<file path="src/sv/ufn_pkg.sv">
// Shared types, character codes and sizing constants for the text normalizer.
package ufn_pkg;

  // Default depth of the queue between front and back.
  localparam int unsigned QUEUE_DEPTH = 2;

  // UTF-8 lead bytes that start a two-byte accented letter
  localparam logic [7:0] LEAD_C3_BYTE = 8'hC3;
  localparam logic [7:0] LEAD_C5_BYTE = 8'hC5;

  // ASCII codes
  localparam logic [7:0] CH_SPACE   = 8'd32;
  localparam logic [7:0] CH_UPPER_A = 8'd65;
  localparam logic [7:0] CH_UPPER_Z = 8'd90;
  localparam logic [7:0] CH_LOWER_A = 8'd97;
  localparam logic [7:0] CH_LOWER_Z = 8'd122;
  localparam logic [7:0] CH_DIGIT_0 = 8'd48;
  localparam logic [7:0] CH_DIGIT_9 = 8'd57;
  localparam logic [7:0] CASE_OFFSET = 8'd32;

  // Base letters produced by the accent table
  localparam logic [7:0] CH_A = 8'd97;
  localparam logic [7:0] CH_C = 8'd99;
  localparam logic [7:0] CH_E = 8'd101;
  localparam logic [7:0] CH_I = 8'd105;
  localparam logic [7:0] CH_O = 8'd111;
  localparam logic [7:0] CH_U = 8'd117;
  localparam logic [7:0] CH_Y = 8'd121;

  // Pending lead byte, one-hot
  typedef enum logic [2:0] {
    LEAD_NONE = 3'b001,
    LEAD_C3   = 3'b010,
    LEAD_C5   = 3'b100
  } lead_e;

  // One classified item: one or two output characters
  typedef struct packed {
    logic [7:0] ch_a;
    logic [7:0] ch_b;
    logic       two;
    logic       wend;
  } entry_t;

endpackage

</file>
<file path="src/sv/utf8_french_text_normalizer.sv">
// Top level of the UTF-8 French text normalizer.
//
// Input channel: in_valid_i / in_stall_o carry one UTF-8 byte per item
// (in_octet_i) with word_end_in_i on the last byte of a word. Output
// channel: out_valid_o / out_stall_i carry one ASCII character per item
// with run_last_o and word_end_out_o. cfg_we_i writes keep_digits.
// Throughput: one input byte per cycle while the queue is not full. A lead
// byte 0xC3/0xC5 gives no output unless it ends a word, when it gives a space;
// the pairs 0xC3 0xA6 and 0xC5 0x93 give two characters. The back end holds
// the second character in its own register while the queue fills; once the
// queue is full the input stalls. An accepted byte is written to the queue and
// then loaded into the output register. in_stall_o rises only when the queue
// (QueueDepth items) is full. Reset clears keep_digits, the pending lead byte,
// the queue and the output valid flag. While out_stall_i is high the output
// item holds and the queue fills, after which the input is stalled.
module utf8_french_text_normalizer #(
  parameter int unsigned QueueDepth = ufn_pkg::QUEUE_DEPTH
) (
  input  logic       clk_i,
  input  logic       rst_ni,
  input  logic       cfg_we_i,
  input  logic       cfg_wdata_i,
  input  logic       in_valid_i,
  output logic       in_stall_o,
  input  logic [7:0] in_octet_i,
  input  logic       word_end_in_i,
  output logic       out_valid_o,
  input  logic       out_stall_i,
  output logic [7:0] out_octet_o,
  output logic       run_last_o,
  output logic       word_end_out_o
);

  logic            q_push, q_full, q_pop, q_valid;
  ufn_pkg::entry_t q_wr_entry, q_rd_entry;

  // Classification
  ufn_front u_front (
    .clk_i         (clk_i),
    .rst_ni        (rst_ni),
    .cfg_we_i      (cfg_we_i),
    .cfg_wdata_i   (cfg_wdata_i),
    .in_valid_i    (in_valid_i),
    .in_stall_o    (in_stall_o),
    .in_octet_i    (in_octet_i),
    .word_end_in_i (word_end_in_i),
    .q_full_i      (q_full),
    .q_push_o      (q_push),
    .q_entry_o     (q_wr_entry)
  );

  // Decoupling queue
  ufn_queue #(
    .Depth (QueueDepth)
  ) u_queue (
    .clk_i   (clk_i),
    .rst_ni  (rst_ni),
    .push_i  (q_push),
    .entry_i (q_wr_entry),
    .full_o  (q_full),
    .pop_i   (q_pop),
    .valid_o (q_valid),
    .entry_o (q_rd_entry)
  );

  // Character emission
  ufn_back u_back (
    .clk_i          (clk_i),
    .rst_ni         (rst_ni),
    .q_valid_i      (q_valid),
    .q_entry_i      (q_rd_entry),
    .q_pop_o        (q_pop),
    .out_valid_o    (out_valid_o),
    .out_stall_i    (out_stall_i),
    .out_octet_o    (out_octet_o),
    .run_last_o     (run_last_o),
    .word_end_out_o (word_end_out_o)
  );

endmodule

</file>
<file path="src/sv/ufn_front.sv">
// Front end: accepts input bytes, tracks the pending lead byte, classifies items.
module ufn_front (
  input  logic            clk_i,
  input  logic            rst_ni,
  input  logic            cfg_we_i,
  input  logic            cfg_wdata_i,
  input  logic            in_valid_i,
  output logic            in_stall_o,
  input  logic [7:0]      in_octet_i,
  input  logic            word_end_in_i,
  input  logic            q_full_i,
  output logic            q_push_o,
  output ufn_pkg::entry_t q_entry_o
);

  // Second byte after 0xC3
  function automatic ufn_pkg::entry_t map_c3(input logic [7:0] b, input logic w);
    ufn_pkg::entry_t e;
    e.ch_a = ufn_pkg::CH_SPACE;
    e.ch_b = ufn_pkg::CH_SPACE;
    e.two  = 1'b0;
    e.wend = w;
    case (b) inside
      8'd169, 8'd137, 8'd168, 8'd136, 8'd170, 8'd138, 8'd171, 8'd139:
        e.ch_a = ufn_pkg::CH_E;
      8'd160, 8'd129, 8'd128, 8'd162, 8'd130, 8'd164, 8'd132:
        e.ch_a = ufn_pkg::CH_A;
      8'd174, 8'd142, 8'd175, 8'd143:
        e.ch_a = ufn_pkg::CH_I;
      8'd167, 8'd135:
        e.ch_a = ufn_pkg::CH_C;
      8'd180, 8'd148, 8'd182, 8'd150:
        e.ch_a = ufn_pkg::CH_O;
      8'd187, 8'd155, 8'd185, 8'd153, 8'd188, 8'd156:
        e.ch_a = ufn_pkg::CH_U;
      8'd191:
        e.ch_a = ufn_pkg::CH_Y;
      8'd166: begin
        e.ch_a = ufn_pkg::CH_A;
        e.ch_b = ufn_pkg::CH_E;
        e.two  = 1'b1;
      end
      default: e.ch_a = ufn_pkg::CH_SPACE;
    endcase
    return e;
  endfunction

  // Second byte after 0xC5
  function automatic ufn_pkg::entry_t map_c5(input logic [7:0] b, input logic w);
    ufn_pkg::entry_t e;
    e.ch_a = ufn_pkg::CH_SPACE;
    e.ch_b = ufn_pkg::CH_SPACE;
    e.two  = 1'b0;
    e.wend = w;
    case (b)
      8'd147: begin
        e.ch_a = ufn_pkg::CH_O;
        e.ch_b = ufn_pkg::CH_E;
        e.two  = 1'b1;
      end
      8'd184:  e.ch_a = ufn_pkg::CH_Y;
      default: e.ch_a = ufn_pkg::CH_SPACE;
    endcase
    return e;
  endfunction

  logic            keep_digits_q;
  ufn_pkg::lead_e  lead_q, lead_d;
  logic            accept;
  logic            push_c;
  ufn_pkg::entry_t entry_c;

  // Configuration register
  always_ff @(posedge clk_i or negedge rst_ni) begin
    if (!rst_ni) begin
      keep_digits_q <= 1'b0;
    end else if (cfg_we_i) begin
      keep_digits_q <= cfg_wdata_i;
    end
  end

  assign in_stall_o = q_full_i;
  assign accept     = in_valid_i && !q_full_i;

  // Classification of the incoming byte
  always_comb begin
    lead_d       = ufn_pkg::LEAD_NONE;
    push_c       = 1'b1;
    entry_c.ch_a = ufn_pkg::CH_SPACE;
    entry_c.ch_b = ufn_pkg::CH_SPACE;
    entry_c.two  = 1'b0;
    entry_c.wend = word_end_in_i;
    case (lead_q)
      ufn_pkg::LEAD_C3: entry_c = map_c3(in_octet_i, word_end_in_i);
      ufn_pkg::LEAD_C5: entry_c = map_c5(in_octet_i, word_end_in_i);
      default: begin
        if (in_octet_i == ufn_pkg::LEAD_C3_BYTE || in_octet_i == ufn_pkg::LEAD_C5_BYTE) begin
          // a lead at word end collapses to a space; otherwise hold it
          if (!word_end_in_i) begin
            push_c = 1'b0;
            lead_d = (in_octet_i == ufn_pkg::LEAD_C3_BYTE) ? ufn_pkg::LEAD_C3
                                                            : ufn_pkg::LEAD_C5;
          end
        end else if (in_octet_i inside {[ufn_pkg::CH_UPPER_A:ufn_pkg::CH_UPPER_Z]}) begin
          entry_c.ch_a = in_octet_i + ufn_pkg::CASE_OFFSET;
        end else if (in_octet_i inside {[ufn_pkg::CH_LOWER_A:ufn_pkg::CH_LOWER_Z]}) begin
          entry_c.ch_a = in_octet_i;
        end else if (in_octet_i inside {[ufn_pkg::CH_DIGIT_0:ufn_pkg::CH_DIGIT_9]}) begin
          entry_c.ch_a = keep_digits_q ? in_octet_i : ufn_pkg::CH_SPACE;
        end
      end
    endcase
  end

  // Pending lead state advances on every accepted item
  always_ff @(posedge clk_i or negedge rst_ni) begin
    if (!rst_ni) begin
      lead_q <= ufn_pkg::LEAD_NONE;
    end else if (accept) begin
      lead_q <= lead_d;
    end
  end

  assign q_push_o  = accept && push_c;
  assign q_entry_o = entry_c;

endmodule

</file>
<file path="src/sv/ufn_queue.sv">
// Small FIFO of classified items between the front and back ends.
module ufn_queue #(
  parameter int unsigned Depth = ufn_pkg::QUEUE_DEPTH
) (
  input  logic            clk_i,
  input  logic            rst_ni,
  input  logic            push_i,
  input  ufn_pkg::entry_t entry_i,
  output logic            full_o,
  input  logic            pop_i,
  output logic            valid_o,
  output ufn_pkg::entry_t entry_o
);

  localparam int unsigned PtrW = (Depth > 1) ? $clog2(Depth) : 1;
  localparam int unsigned CntW = $clog2(Depth + 1);

  ufn_pkg::entry_t mem_q [Depth];
  logic [PtrW-1:0] wr_ptr_q, rd_ptr_q;
  logic [CntW-1:0] cnt_q;
  logic            do_push, do_pop;

  assign full_o  = (cnt_q == CntW'(Depth));
  assign valid_o = (cnt_q != '0);
  assign entry_o = mem_q[rd_ptr_q];
  assign do_push = push_i && !full_o;
  assign do_pop  = pop_i && valid_o;

  // Storage
  always_ff @(posedge clk_i) begin
    if (do_push) begin
      mem_q[wr_ptr_q] <= entry_i;
    end
  end

  // Pointers and fill count
  always_ff @(posedge clk_i or negedge rst_ni) begin
    if (!rst_ni) begin
      wr_ptr_q <= '0;
      rd_ptr_q <= '0;
      cnt_q    <= '0;
    end else begin
      if (do_push) begin
        wr_ptr_q <= (wr_ptr_q == PtrW'(Depth - 1)) ? '0 : wr_ptr_q + 1'b1;
      end
      if (do_pop) begin
        rd_ptr_q <= (rd_ptr_q == PtrW'(Depth - 1)) ? '0 : rd_ptr_q + 1'b1;
      end
      if (do_push && !do_pop) begin
        cnt_q <= cnt_q + 1'b1;
      end else if (do_pop && !do_push) begin
        cnt_q <= cnt_q - 1'b1;
      end
    end
  end

endmodule

</file>
<file path="src/sv/ufn_back.sv">
// Back end: expands queued items into one or two characters in an output register.
module ufn_back (
  input  logic            clk_i,
  input  logic            rst_ni,
  input  logic            q_valid_i,
  input  ufn_pkg::entry_t q_entry_i,
  output logic            q_pop_o,
  output logic            out_valid_o,
  input  logic            out_stall_i,
  output logic [7:0]      out_octet_o,
  output logic            run_last_o,
  output logic            word_end_out_o
);

  logic       out_valid_q;
  logic [7:0] out_octet_q;
  logic       run_last_q, word_end_q;
  logic       second_pend_q;
  logic [7:0] second_ch_q;
  logic       second_wend_q;
  logic       load;

  // Output register may take a new character when empty or being drained
  assign load    = !out_valid_q || !out_stall_i;
  assign q_pop_o = load && !second_pend_q && q_valid_i;

  // Control: output valid and pending second letter
  always_ff @(posedge clk_i or negedge rst_ni) begin
    if (!rst_ni) begin
      out_valid_q   <= 1'b0;
      second_pend_q <= 1'b0;
    end else if (load) begin
      if (second_pend_q) begin
        out_valid_q   <= 1'b1;
        second_pend_q <= 1'b0;
      end else begin
        out_valid_q   <= q_valid_i;
        second_pend_q <= q_valid_i && q_entry_i.two;
      end
    end
  end

  // Payload
  always_ff @(posedge clk_i) begin
    if (load) begin
      if (second_pend_q) begin
        out_octet_q <= second_ch_q;
        run_last_q  <= 1'b1;
        word_end_q  <= second_wend_q;
      end else if (q_valid_i) begin
        out_octet_q   <= q_entry_i.ch_a;
        run_last_q    <= !q_entry_i.two;
        word_end_q    <= q_entry_i.wend && !q_entry_i.two;
        second_ch_q   <= q_entry_i.ch_b;
        second_wend_q <= q_entry_i.wend;
      end
    end
  end

  assign out_valid_o    = out_valid_q;
  assign out_octet_o    = out_octet_q;
  assign run_last_o     = run_last_q;
  assign word_end_out_o = word_end_q;

endmodule

</file>
<file path="config.mk">
export PLATFORM = sky130hd
export DESIGN_NAME = utf8_french_text_normalizer
export DESIGN_NICKNAME = d
export VERILOG_FILES = /design/src/sv/ufn_pkg.sv /design/src/sv/utf8_french_text_normalizer.sv /design/src/sv/ufn_front.sv /design/src/sv/ufn_queue.sv /design/src/sv/ufn_back.sv
export SDC_FILE = /design/constraint.sdc
export NUM_CORES = 1
export LEC_CHECK = 0
export BUFFER_PORTS_ARGS = -buffer_cell sky130_fd_sc_hd__buf_2
export CAP_MARGIN = 5
export CORE_ASPECT_RATIO = 1.25
export CORE_UTILIZATION = 52
export DETAILED_ROUTE_END_ITERATION = 6
export GPL_ROUTABILITY_DRIVEN = 0
export GPL_TIMING_DRIVEN = 1
export PLACE_DENSITY = 0.73
export SYNTH_ARGS = -nofsm -noshare
export SYNTH_HDL_FRONTEND = slang
export SYNTH_SLANG_ARGS = --single-unit
export TNS_END_PERCENT = 30
</file>
<file path="constraint.sdc">
create_clock -name clk_i -period 2.1 [get_ports clk_i]
set_input_delay 0.105 -clock clk_i [delete_from_list [all_inputs] [get_ports clk_i]]
set_output_delay 0.105 -clock clk_i [all_outputs]
set_load 0.005 [all_outputs]
</file>
==> summary.txt <==
Clock tree
  – Clock insertion delay at the later pin of the skew report: 0.29 ns
  – Clock Sinks: 42
  – CTS tree: yes
  – # Post-CTS Setup Buffers: 0
  – Clk slew on worst S/H paths: 0.08 ns
  – Cts bufs inserted: 5
  – H-tree depth: 2
  – Max Root-Sink Buffers: 2
  – Root buffer cell: clkbuf_8

Critical path
  – WP buf/inv: 0
  – Crit path capture type: flip-flop
  – Worst path cell trace: xnor2_1 -> o21ai_0 -> nor3_1 -> a21oi_1 -> ha_1 -> xor2_1 -> nor2_1 -> xnor2_1
  – Slowest CP cell: dfrtp_1
  – Worst r2r path cells: 8
  – R2R Path Start: u_front.lead_q[2]
  – Most used cell along the critical path: xnor2_1
  – Startpoint Class: flip-flop
  – Critical path arrival: 2.09 ns
  – Worst R2R End: u_queue.cnt_q[1]
  – Worst reg-to-reg setup slack: 0.22 ns
  – Critical path type: reg2reg
  – Crit path max fanout: 4
  – Top delay family on crit path: compound AO/OA/AOI/OAI gates
  – CP peak stage delay: 0.42 ns
  – Req. time, crit path: 2.31 ns

Global routing
  – Busiest grt layer: met2
  – Vias in the first global route: 1475
  – Largest net degree at the start of global routing: 20
  – Met1 GRT Util: 21.30%
  – Initial antenna violation count: 0
  – First-pass GRT wire length: 6334 µm
  – GRT Residual Overflow: 0
  – Aggregate global-route resource usage: 19.14%
  – Met2 Usage GRT: 34.07%
  – Routing usage on met3: 4.696%

Synthesis
  – FFs w/ async S/R, synth: 23.81%
  – Most frequent cells after synthesis: edfxtp_1, nor2_1, nand2_1, dfrtp_1, nor2b_1
  – Post-synth EDFFs: 32
  – Post-synth top area cell: edfxtp_1
  – Synthesized area: 2186 µm²
  – Post-synth top flop: edfxtp_1
  – Count leader, synth: edfxtp_1
  – Ys Warns: 0
  – Yosys top cell area share: 43.96%
  – Post-synthesis cell count: 189
  – Synthesized area per cell: 11.57 µm²
  – Synth Net Count: 207
  – Synth top area cells: edfxtp_1, dfrtp_1, nor2_1
  – Yosys cell types: 52
  – Yosys reg bits: 42
  – Seq/Total Area, Yosys: 55.47%

Timing
  – Skew final: 0.004536 ns
  – Worst hold slack: 0.03032 ns
  – Rel. slew slack: 61.31%
  – Final Hold Vio Count: 0
  – Minimum clock period: 1.882 ns
  – Setup TNS: 0 ns
  – Worst-margin pin slew: 0.5804 ns
  – Final Cycle Share: 89.64%
  – Max-slew violations: 0
  – Setup violators final: 0
  – Fmax: 531.2 MHz
  – Worst setup margin: 0.2176 ns
  – RSZ-0062 raised after global routing: no

Drt
  – DRT iter0 DRCs: 75
  – Antenna viol nets, final: 0
  – Final WL: 3888 µm
  – Vias/cell: 5.763
  – Wire length per cell: 14.19 µm
  – Initial DRT Pass Iterations: 4
  – Detailed-route via count: 1579
  – Drt drc: 0

Power
  – Power Dens Cells: 1133 nW/µm²
  – Power, Total: 2.813 mW
  – Leakage: 0.9711 nW
  – Sequential fraction of design power: 50.2%
  – Sw frac: 29.73%
  – Sw Pwr: 836.3 µW
  – Worst ir drop on vdd: 612.1 µV
  – Combinational power share: 27.7%
  – Clock power share: 22.1%
  – P_int: 1.977 mW

Worst hold path
  – Worst Hold End: u_queue.mem_q[1][0]
  – Hold path startpoint: word_end_in_i
  – WHS Path Cells: 1
  – Tightest Hold Check Type: in2reg

Cells and area
  – Area Overhead vs Synth: 13.62%
  – Final nets: 235
  – Register area: 1212 µm²
  – Filler instances: 334
  – Layout cells sized above 1: 22.48%
  – Area of the multi-input gates: 894.6 µm²
  – Fin cells: 274
  – Antenna cells: 0

Floorplanning
  – CORE AREA: 4066 µm²
  – I/O pins: 27
  – Die width: 59.99 µm
  – Site row count: 26
  – Die area: 4469 µm²
  – Initial Util: 53.75%
  – Die Y: 74.49 µm

Place
  – Pre-CTS WS: 0.1395 ns
  – IO Port Bufs: 26
  – Detail Placement HPWL: 2925 µm
  – Placed Cells: 265

Run
  – Max Cap Viol: 0

Status
  – Run status: finished clean
-- stage by stage --
stage	utilization (%)	area, µm²
floorplan	-	2186
global placement	58.00	2359
detailed placement	58.00	2359
CTS	61.05	2482
global route	61.08	2484
finish	61.08	2484
-- power by group through the flow --
stage	Combinational, mW	Sequential [mW]	Clock (mW)
floorplan	0.528	1.40	0
detailed placement	0.785	1.43	0
global route	0.878	1.46	0.673
finish	0.781	1.41	0.621
global placement	0.752	1.42	0
CTS	0.788	1.41	0.637
-- state kept, by name (all words and copies together) (netlist names) --
register	cells
u_front.keep_digits_q	1
u_back.word_end_out_o	1
u_queue.wr_ptr_q	1
u_queue.mem_q	20
u_queue.cnt_q	2
u_back.second_wend_q	1
u_back.second_pend_q	1
u_back.run_last_o	1
u_front.lead_q	3
u_back.out_valid_o	1
u_back.second_ch_q	1
u_back.out_octet_o	8
u_queue.rd_ptr_q	1
-- cells by family (layout without fill, tap and decap cells) --
family                   count (synthesis)  count (layout)  synth area share, %
multiplexers                             8               8                3.835
AO/OA/AOI/OAI                           42              42                13.62
XOR/XNOR                                 7               7                2.805
buffers and inverters                   16              45                3.663
AND/OR/NAND/NOR                         71              71                18.89
adder cells (fa/ha/maj)                  3               3                1.717
flip-flops                              42              42                55.47
-- routing by layer --
metal  up-vias  part of all wire [%]
li1        757                     -
met4         0                   2.0
met1       758                    39
met5         -                     0
met2        55                    55
met3         9                   4.0
-- worst reg2reg max path: stages, from the launching register on --
cell and delay [ns]:
dfrtp_1 0.42, xnor2_1 0.14, o21ai_0 0.25, nor3_1 0.09, a21oi_1 0.28, ha_1 0.22
xor2_1 0.16, nor2_1 0.07, xnor2_1 0.17
-- layout by cell type (no fill, tap or decap), types with 3 or more instances in the layout --
cell type  instances
edfxtp_1          32
buf_2             26
nor2_1            17
nand2_1           13
nor2b_1            9
dfrtp_1            9
o21ai_0            8
inv_1              6
nand2b_1           6
a21oi_1            6
nor3_1             5
mux2i_1            5
clkbuf_8           5
a31oi_1            4
xor2_1             4
buf_4              4
xnor2_1            3
a211oi_1           3
nand3_1            3
mux2_2             3
ha_1               3
-- worst max-delay path by stage --
stage | start | cells past startpoint | endpoint
6_report | u_front.lead_q[2] | 8 | u_queue.cnt_q[1]
5_1_grt | u_front.lead_q[2] | 8 | u_queue.cnt_q[1]
4_1_cts | u_front.lead_q[2] | 5 | u_queue.mem_q[1][12]
3_5_place_dp | u_front.lead_q[2] | 5 | u_queue.mem_q[1][13]
3_3_place_gp | u_front.lead_q[2] | 5 | u_queue.mem_q[1][13]
2_1_floorplan | u_front.lead_q[2] | 5 | u_queue.mem_q[0][0]
-- final cells by class --
class                   count  share of cell area, %
clock buffers               5                  2.771
flip-flops and latches     42                  48.82
clock inverters             3                  1.814
inverters                   6                 0.9068
well taps                  56                  2.821
repair buffers             31                  6.851
multi-input cells         131                  36.02
-- repair_timing --
item                                    in CTS  in global routing
gates resized for setup                      0                  1
endpoints found under the setup margin       0                 10
hold buffers                                 1                  0
hold endpoints to repair                    10                  0
(Power assumes the default switching activity.)
